<file path="config.mk">
export PLATFORM = sky130hd
export DESIGN_NAME = char_lcd_nibble_writer
export DESIGN_NICKNAME = d
export VERILOG_FILES = /design/src/lcdw_pkg.sv /design/src/lcdw_front.sv /design/src/lcdw_fifo.sv /design/src/lcdw_back.sv /design/src/char_lcd_nibble_writer.sv
export SDC_FILE = /design/constraint.sdc
export NUM_CORES = 1
export LEC_CHECK = 0
export BUFFER_PORTS_ARGS = -buffer_cell sky130_fd_sc_hd__buf_2
export CAP_MARGIN = 20
export CORE_MARGIN = 4
export CORE_UTILIZATION = 30
export DETAILED_ROUTE_END_ITERATION = 10
export PLACE_DENSITY = 0.56
export SLEW_MARGIN = 20
export SYNTH_ARGS = -nofsm -noshare
export SYNTH_HDL_FRONTEND = slang
export SYNTH_SLANG_ARGS = --single-unit
</file>
<file path="constraint.sdc">
create_clock -name i_clk -period 8.3 [get_ports i_clk]
set_input_delay 1.245 -clock i_clk [delete_from_list [all_inputs] [get_ports i_clk]]
set_output_delay 1.245 -clock i_clk [all_outputs]
set_load 0.01 [all_outputs]
</file>
<file path="src/lcdw_pkg.sv">
package lcdw_pkg;

    // Screen geometry: cells at or past this index sit on the second line.
    localparam int LINE_LENGTH = 16;

    // Command codes of an input transaction.
    localparam logic [2:0] CMD_COMMAND   = 3'd0;
    localparam logic [2:0] CMD_CHAR      = 3'd1;
    localparam logic [2:0] CMD_PLACE_CHR = 3'd2;
    localparam logic [2:0] CMD_PLACE_CUR = 3'd3;
    localparam logic [2:0] CMD_PLACE_DEC = 3'd4;
    localparam logic [2:0] CMD_BACKLIGHT = 3'd5;
    localparam logic [2:0] CMD_INIT      = 3'd6;

    // Instruction and character bytes.
    localparam logic [7:0] SET_DDRAM_ADDR = 8'h80;
    localparam logic [6:0] LINE2_BASE     = 7'h40;
    localparam logic [7:0] ASCII_ZERO     = 8'h30;
    localparam logic [7:0] FUNC_SET_4BIT  = 8'h28;
    localparam logic [7:0] CLEAR_DISPLAY  = 8'h01;
    localparam logic [7:0] ENTRY_MODE     = 8'h06;
    localparam logic [7:0] DISPLAY_ON     = 8'h0C;

    // Wake-up nibbles sent before the busy flag can be read.
    localparam logic [3:0] WAKE_NIBBLE    = 4'h3;
    localparam logic [3:0] FOUR_BIT_NIB   = 4'h2;
    localparam logic [1:0] WAKE_COUNT     = 2'd3;

    // Queue between the decoder and the sequencer.
    localparam int QDEPTH = 2;
    localparam int QPTR_W = $clog2(QDEPTH);
    localparam int QCNT_W = $clog2(QDEPTH + 1);

    typedef struct packed {
        logic [2:0] cmd;
        logic [4:0] position;
        logic [7:0] value;
    } t_in_item;

    typedef struct packed {
        logic       rs;
        logic [3:0] nibble;
        logic       strobe_res;
        logic       backlight;
        logic       wait_ready;
        logic       last;
    } t_out_item;

    // One decoded transaction: up to four bytes, an optional wake-up
    // prefix, or a backlight level change.
    typedef struct packed {
        logic [3:0][7:0] bytes;
        logic [3:0]      rs;
        logic [1:0]      last_idx;
        logic            init;
        logic            bl;
        logic            bl_on;
    } t_desc;

endpackage

</file>
<file path="src/lcdw_front.sv">
module lcdw_front (
    input  logic             i_in_valid,
    output logic             o_in_ready,
    input  lcdw_pkg::t_in_item i_in_data,
    input  logic             i_full,
    output logic             o_push,
    output lcdw_pkg::t_desc  o_desc
);
    import lcdw_pkg::*;

    logic [13:0] h_prod;
    logic [1:0]  hundreds;
    logic [7:0]  h_scaled;
    logic [6:0]  rem;
    logic [14:0] t_prod;
    logic [3:0]  tens;
    logic [7:0]  t_scaled;
    logic [3:0]  ones;
    logic [6:0]  addr;
    logic [7:0]  addr_byte;
    logic [7:0]  dig_h;
    logic [7:0]  dig_t;
    logic [7:0]  dig_o;
    logic        known;

    // Decimal digits by reciprocal multiplication; exact for 8-bit values.
    always_comb begin
        h_prod   = 14'(i_in_data.value) * 14'd41;
        hundreds = h_prod[13:12];
        h_scaled = 8'(hundreds) * 8'd100;
        rem      = 7'(i_in_data.value - h_scaled);
        t_prod   = 15'(rem) * 15'd205;
        tens     = t_prod[14:11];
        t_scaled = 8'(tens) * 8'd10;
        ones     = 4'(8'(rem) - t_scaled);
        dig_h    = ASCII_ZERO | 8'(hundreds);
        dig_t    = ASCII_ZERO | 8'(tens);
        dig_o    = ASCII_ZERO | 8'(ones);
    end

    // Cells past the first line map onto the second line's addresses.
    always_comb begin
        if (7'(i_in_data.position) >= 7'(LINE_LENGTH)) begin
            addr = LINE2_BASE + 7'(i_in_data.position) - 7'(LINE_LENGTH);
        end else begin
            addr = 7'(i_in_data.position);
        end
        addr_byte = SET_DDRAM_ADDR | 8'(addr);
    end

    // Classify the command into a byte list for the sequencer.
    always_comb begin
        o_desc = '0;
        known  = 1'b1;
        unique case (i_in_data.cmd)
            CMD_COMMAND: begin
                o_desc.bytes[0] = i_in_data.value;
            end
            CMD_CHAR: begin
                o_desc.bytes[0] = i_in_data.value;
                o_desc.rs[0]    = 1'b1;
            end
            CMD_PLACE_CHR: begin
                o_desc.bytes[0] = addr_byte;
                o_desc.bytes[1] = i_in_data.value;
                o_desc.rs[1]    = 1'b1;
                o_desc.last_idx = 2'd1;
            end
            CMD_PLACE_CUR: begin
                o_desc.bytes[0] = addr_byte;
            end
            CMD_PLACE_DEC: begin
                o_desc.bytes[0] = addr_byte;
                o_desc.rs       = 4'b1110;
                if (hundreds != 2'd0) begin
                    o_desc.bytes[1] = dig_h;
                    o_desc.bytes[2] = dig_t;
                    o_desc.bytes[3] = dig_o;
                    o_desc.last_idx = 2'd3;
                end else begin
                    o_desc.bytes[1] = dig_t;
                    o_desc.bytes[2] = dig_o;
                    o_desc.last_idx = 2'd2;
                end
            end
            CMD_BACKLIGHT: begin
                o_desc.bl    = 1'b1;
                o_desc.bl_on = (i_in_data.value != 8'd0);
            end
            CMD_INIT: begin
                o_desc.init     = 1'b1;
                o_desc.bytes[0] = FUNC_SET_4BIT;
                o_desc.bytes[1] = CLEAR_DISPLAY;
                o_desc.bytes[2] = ENTRY_MODE;
                o_desc.bytes[3] = DISPLAY_ON;
                o_desc.last_idx = 2'd3;
            end
            default: begin
                known = 1'b0;
            end
        endcase
    end

    // Unused codes are taken and dropped.
    assign o_in_ready = !i_full;
    assign o_push     = i_in_valid && !i_full && known;

endmodule

</file>
<file path="src/lcdw_fifo.sv">
module lcdw_fifo (
    input  logic            i_clk,
    input  logic            i_rst_n,
    input  logic            i_push,
    input  lcdw_pkg::t_desc i_wdata,
    input  logic            i_pop,
    output lcdw_pkg::t_desc o_rdata,
    output logic            o_empty,
    output logic            o_full
);
    import lcdw_pkg::*;

    t_desc              r_mem [QDEPTH];
    logic [QPTR_W-1:0]  r_wr_ptr;
    logic [QPTR_W-1:0]  r_rd_ptr;
    logic [QCNT_W-1:0]  r_count;

    // Pointers wrap at the queue depth.
    always_ff @(posedge i_clk) begin
        if (!i_rst_n) begin
            r_wr_ptr <= '0;
            r_rd_ptr <= '0;
            r_count  <= '0;
        end else begin
            if (i_push) begin
                r_wr_ptr <= (r_wr_ptr == QPTR_W'(QDEPTH - 1)) ? '0 : r_wr_ptr + 1'b1;
            end
            if (i_pop) begin
                r_rd_ptr <= (r_rd_ptr == QPTR_W'(QDEPTH - 1)) ? '0 : r_rd_ptr + 1'b1;
            end
            if (i_push && !i_pop) begin
                r_count <= r_count + 1'b1;
            end else if (i_pop && !i_push) begin
                r_count <= r_count - 1'b1;
            end
        end
    end

    // Entry storage.
    always_ff @(posedge i_clk) begin
        if (i_push) begin
            r_mem[r_wr_ptr] <= i_wdata;
        end
    end

    assign o_rdata = r_mem[r_rd_ptr];
    assign o_empty = (r_count == '0);
    assign o_full  = (r_count == QCNT_W'(QDEPTH));

endmodule

</file>
<file path="src/lcdw_back.sv">
module lcdw_back (
    input  logic               i_clk,
    input  logic               i_rst_n,
    input  lcdw_pkg::t_desc    i_desc,
    input  logic               i_empty,
    output logic               o_pop,
    output logic               o_out_valid,
    input  logic               i_out_ready,
    output lcdw_pkg::t_out_item o_out_data
);
    import lcdw_pkg::*;

    t_desc     r_desc;
    logic      r_busy;
    logic [1:0] r_pre_cnt;
    logic [1:0] r_idx;
    logic      r_half;
    logic      r_light;
    logic      r_out_valid;
    t_out_item r_out_data;

    logic      emit;
    t_out_item cur;
    logic [7:0] cur_byte;

    // Current transfer from the sequencer position.
    always_comb begin
        cur_byte       = r_desc.bytes[r_idx];
        cur            = '0;
        cur.backlight  = r_light;
        if (r_desc.bl) begin
            cur.backlight = r_desc.bl_on;
            cur.last      = 1'b1;
        end else if (r_pre_cnt != 2'd0) begin
            cur.nibble     = (r_pre_cnt == 2'd1) ? FOUR_BIT_NIB : WAKE_NIBBLE;
            cur.strobe_res = 1'b1;
        end else begin
            cur.rs         = r_desc.rs[r_idx];
            cur.nibble     = r_half ? cur_byte[3:0] : cur_byte[7:4];
            cur.strobe_res = 1'b1;
            cur.wait_ready = r_half;
            cur.last       = r_half && (r_idx == r_desc.last_idx);
        end
    end

    assign emit  = r_busy && (!r_out_valid || i_out_ready);
    assign o_pop = !i_empty && (!r_busy || (emit && cur.last));

    // Sequencer: one transfer per cycle while the output slot is free.
    always_ff @(posedge i_clk) begin
        if (!i_rst_n) begin
            r_busy    <= 1'b0;
            r_pre_cnt <= 2'd0;
            r_idx     <= 2'd0;
            r_half    <= 1'b0;
        end else if (o_pop) begin
            r_busy    <= 1'b1;
            r_pre_cnt <= i_desc.init ? WAKE_COUNT : 2'd0;
            r_idx     <= 2'd0;
            r_half    <= 1'b0;
        end else if (emit) begin
            if (cur.last) begin
                r_busy <= 1'b0;
            end else if (r_pre_cnt != 2'd0) begin
                r_pre_cnt <= r_pre_cnt - 1'b1;
            end else if (r_half) begin
                r_idx  <= r_idx + 1'b1;
                r_half <= 1'b0;
            end else begin
                r_half <= 1'b1;
            end
        end
    end

    // Descriptor of the transaction in progress.
    always_ff @(posedge i_clk) begin
        if (o_pop) begin
            r_desc <= i_desc;
        end
    end

    // Backlight level follows the most recent backlight transaction.
    always_ff @(posedge i_clk) begin
        if (!i_rst_n) begin
            r_light <= 1'b0;
        end else if (emit && r_desc.bl) begin
            r_light <= r_desc.bl_on;
        end
    end

    // Output register.
    always_ff @(posedge i_clk) begin
        if (!i_rst_n) begin
            r_out_valid <= 1'b0;
        end else if (emit) begin
            r_out_valid <= 1'b1;
        end else if (i_out_ready) begin
            r_out_valid <= 1'b0;
        end
    end

    always_ff @(posedge i_clk) begin
        if (emit) begin
            r_out_data <= cur;
        end
    end

    assign o_out_valid = r_out_valid;
    assign o_out_data  = r_out_data;

endmodule

</file>
<file path="src/char_lcd_nibble_writer.sv">
// Host side of a 4-bit character LCD link. Each input transaction is one
// command (raw instruction, character, placed character, cursor placement,
// placed decimal byte, backlight level or power-up sequence) and yields one
// result per nibble transfer: the high nibble then the low nibble of each
// byte, with wait_ready set on the low nibble and last on the final result.
// A decoder classifies the command into a byte list and pushes it into a
// two-entry queue; a sequencer plays it out one result per cycle into an
// output register while that register is free. A transaction yields 2
// results for a command or character, 4 for a placed character, 6 or 8 for
// a decimal byte, 1 for backlight and 11 for the power-up sequence, with
// consecutive transactions streaming back to back.
// Command code 7 is accepted and produces nothing.
module char_lcd_nibble_writer (
    input  logic                i_clk,
    input  logic                i_rst_n,
    input  logic                i_in_valid,
    output logic                o_in_ready,
    input  lcdw_pkg::t_in_item  i_in_data,
    output logic                o_out_valid,
    input  logic                i_out_ready,
    output lcdw_pkg::t_out_item o_out_data
);
    import lcdw_pkg::*;

    logic  push;
    logic  pop;
    logic  q_empty;
    logic  q_full;
    t_desc wr_desc;
    t_desc rd_desc;

    lcdw_front u_front (
        .i_in_valid (i_in_valid),
        .o_in_ready (o_in_ready),
        .i_in_data  (i_in_data),
        .i_full     (q_full),
        .o_push     (push),
        .o_desc     (wr_desc)
    );

    lcdw_fifo u_fifo (
        .i_clk   (i_clk),
        .i_rst_n (i_rst_n),
        .i_push  (push),
        .i_wdata (wr_desc),
        .i_pop   (pop),
        .o_rdata (rd_desc),
        .o_empty (q_empty),
        .o_full  (q_full)
    );

    lcdw_back u_back (
        .i_clk       (i_clk),
        .i_rst_n     (i_rst_n),
        .i_desc      (rd_desc),
        .i_empty     (q_empty),
        .o_pop       (pop),
        .o_out_valid (o_out_valid),
        .i_out_ready (i_out_ready),
        .o_out_data  (o_out_data)
    );

endmodule

</file>
==> metrics.md <==
| Metric | Value |
|---|---|
| Outcome | `completed` |
| Final min period | `around 8.1 ns` |
| CP peak stage delay | `just under 0.5 ns` |
| Detailed Place HPWL | `10.1 mm` |
| Slowest library cell on the worst path | `fa_1` |
| Htree depth | `4` |
| Via count | `between 4,000 and 5,000` |
| Hold Startpoint | `u_back.r_light$_SDFFE_PN0P_` |
| Worst Path Class, Setup | `input pin to register` |
| First-pass GRT wire length | `approximately 23 mm` |
| Worst skew pair latency | `about 0.40 ns` |
| Max Clk Rate | `around 120 MHz` |
| Largest net degree at the start of global routing | `36` |
| Final setup violation count | `0` |
| Hold path depth | `2` |
| Final nets | `681` |
| CP endpoint kind | `register` |
| Post-synthesis cell count | `slightly above 500` |
| Reg clk slew, reported paths | `roughly 0.05 ns` |
| IO buf count | `30` |
| CTS tree | `done` |
| Clk sinks | `123` |
| Worst Skew | `between 0.007 and 0.008 ns` |
| Hold_buf cts | `0` |
| Synth cell types | `62` |
| Max-Cap Viols | `0` |
| Worst-margin pin slew | `around 0.84 ns` |
| I/O pin count | `31` |
| Initial antenna violation count | `1` |
| Delay-heaviest family, CP | `adder cells` |
| Number of DRC markers in iteration 0 | `between 200 and 250` |
| Synth Area per Inst | `around 13 um2` |
| Die Area | `roughly 0.025 mm2` |
| FFs w/ async S/R, synth | `0` |
| Max-slew violations | `0` |
| WL/cell | `~16 um` |
| Most frequent CP cell | `ha_4` |
| Crit path max fanout | `3` |
| R2R depth | `7` |
| Inserted Clock Buffers | `17` |
| Mux share of post-synthesis cell area | `0.0840` |
| Antenna diodes | `0` |
| Primary FF master, synth | `edfxtp_1` |
| Startpoint Class | `input pin` |
| Yosys top cell by area | `edfxtp_1` |
| Launch point of the worst reg-to-reg path | `u_back.r_idx[0]$_SDFFE_PP0P_` |
| Relative slew margins | `0.437` |
| Compound-Gate Fraction of Synth Area | `0.0843` |
| Dominant cells by area after synthesis | `edfxtp_1 (49%), ha_1 (13%), mux2_2 (6.0%)` |
| Area grow syn2layout | `25.9%` |
| Post-synthesis register bit count | `between 100 and 150` |
| Xor/xnor share of the synthesized area | `0.0293` |
| Initial Util | `0.307` |
| Die width | `between 150 and 200 um` |
| Pre-antenna DRT Iters | `4` |
| # rows | `54` |
| Antenna viol nets, final | `0` |
| Synthesized area | `approximately 0.0067 mm2` |
| Hold Vio Cnt, Final | `0` |
| YS warnings | `0` |
| Syn nets | `605` |
| Period Utilization, post-route | `0.978` |
| Reg-to-Reg End | `u_back.r_pre_cnt[0]$_SDFFE_PN0P_` |
| DRC violations left | `0` |
| Adder-cell area share of the yosys netlist | `0.161` |
| Die height | `~160 um` |
| Grt ovf | `0` |
| Placer congestion estimate | `~0.82` |
| Hold EP | `u_back.r_light$_SDFFE_PN0P_` |
| Gr usage total | `0.118` |
| Hold_ws | `0.493 ns` |
| WP data required | `approximately 8.4 ns` |
| Clock root cell | `clkbuf_16` |
| Final WL | `~14 mm` |
| WP data arrival | `~8.3 ns` |
| R2R Setup Slk | `roughly 5.5 ns` |
| Sequential-to-total area share from yosys stat | `0.529` |
| Critical Path Start | `i_in_data[2]` |
| CTS Buffer Depth | `2` |
| Number of synthesized flops with an enable pin | `between 100 and 150` |
| Buf/Inv on CP | `3` |
| Simple logic cell fraction of the synthesized area | `0.0830` |
| Vias in the first global route | `about 4,500` |
| Post-synth top area share | `0.490` |
| Hold Crit Class | `register to register` |
| Share of layout cells above drive strength 1 | `0.328` |
| Largest family of logic cells by synthesized area | `adder cells` |
| Vias/cell | `4.77` |
| RSZ-0062 raised after global routing | `true` |
| Core Box Area | `0.0220 mm2` |
## Yosys cell counts (4+ instances only)
| master | count |
|---|---|
| fa_1 | 11 |
| nand3_1 | 5 |
| ha_1 | 69 |
| dfxtp_1 | 13 |
| o21ai_0 | 9 |
| o21a_1 | 4 |
| clkbuf_1 | 9 |
| nand2_1 | 26 |
| xor2_1 | 7 |
| o31a_1 | 4 |
| nor2_1 | 28 |
| xnor2_1 | 13 |
| edfxtp_1 | 110 |
| a211oi_1 | 5 |
| nand2b_1 | 7 |
| and2_1 | 9 |
| mux4_2 | 4 |
| mux2i_1 | 7 |
| nor2b_1 | 8 |
| o21ai_1 | 4 |
| mux2_2 | 36 |
| nor3_1 | 6 |
| inv_1 | 34 |
| a21o_1 | 6 |
| a21oi_1 | 13 |
## timing repair
item	4_1_cts	5_1_grt
pin swaps	4	43
setup endpoints to repair	4	4
gates cloned	0	0
hold endpoints to repair	0	0
resized for setup	5	49
buffers inserted	1	6
## layout make-up
cell class	count	area (um2)
clock inverter	10	148
tap	280	350
multi-input combinational	331	3330
clock buffer	22	444
sequential	123	3560
timing repair buffer	72	510
inverter	36	135
fill	2060	13500
## tightest hold or removal path: cells and delay by family (launching register included)
family	cells	cell delay, ns
flip-flops	1	0.31
AO/OA/AOI/OAI	2	0.13
## per-stage QoR
| step | setup slack (ns) | cell area (um2) | setup TNS, ns | std cells | util |
|---|---|---|---|---|---|
| detailed placement | -0.592 | 7460 | -3.08 | 834 | 0.340 |
| global placement | -0.303 | 7460 | -1.36 | 834 | 0.340 |
| floorplan | 0.00923 | 6760 | 0 | 505 | - |
| global route | -0.100 | 8480 | -0.332 | 874 | 0.386 |
| finish | 0.181 | 8480 | 0 | 874 | 0.386 |
| CTS | 0.00624 | 8090 | 0 | 867 | 0.369 |
## flip-flops by register name, indices dropped and copies added (netlist names), named ones only
register and count:
u_fifo.r_count 2, u_fifo.r_mem 68, u_back.r_idx 2, u_back.o_out_valid 1, u_back.r_light 1, u_back.r_desc 33
u_fifo.r_rd_ptr 1, u_back.o_out_data 9, u_back.r_half 1, u_back.r_busy 1, u_fifo.r_wr_ptr 1, u_back.r_pre_cnt 2
## worst max-delay path by stage
stage	cells after the start	slack (ns)	end
detailed placement	32	-0.59	u_fifo.r_mem[1][28]$_DFFE_PP_
finish	31	0.18	u_fifo.r_mem[1][36]$_DFFE_PP_
CTS	30	0.006	u_fifo.r_mem[0][28]$_DFFE_PP_
floorplan	30	0.009	u_fifo.r_mem[0][28]$_DFFE_PP_
global route	31	-0.10	u_fifo.r_mem[0][36]$_DFFE_PP_
global placement	31	-0.30	u_fifo.r_mem[0][28]$_DFFE_PP_
## cells by family (layout without fill, tap and decap cells)
logic type,count (synthesis),count (layout)
buffers and inverters,51,140
xor gates and xnor gates,21,21
and+or+nand+nor,108,108
AOI/OAI and AO/OA,75,75
adders and majority gates,80,80
muxes,47,47
DFF,123,123
## metal layers
metal,up-vias,global-route usage,share of wire
met5,-,0,0.00091
met4,2,0.0283,0.0095
met3,16,0.0287,0.045
met2,82,0.201,0.50
met1,2047,0.151,0.45
li1,2021,-,-
## placed cells by master (no fill, tap or decap), drive strengths merged, types with 7 or more instances in the layout
cell,n
edfxtp,110
buf,72
ha,69
mux2,36
inv,35
nor2,28
nand2,26
clkbuf,22
a21oi,14
o21ai,14
dfxtp,13
xnor2,13
fa,11
and2,9
nor2b,8
nor3,8
nand2b,7
mux2i,7
xor2,7
Power is not shown: default switching activity piles up to over one toggle a cycle in this logic, so the estimate is an artifact.
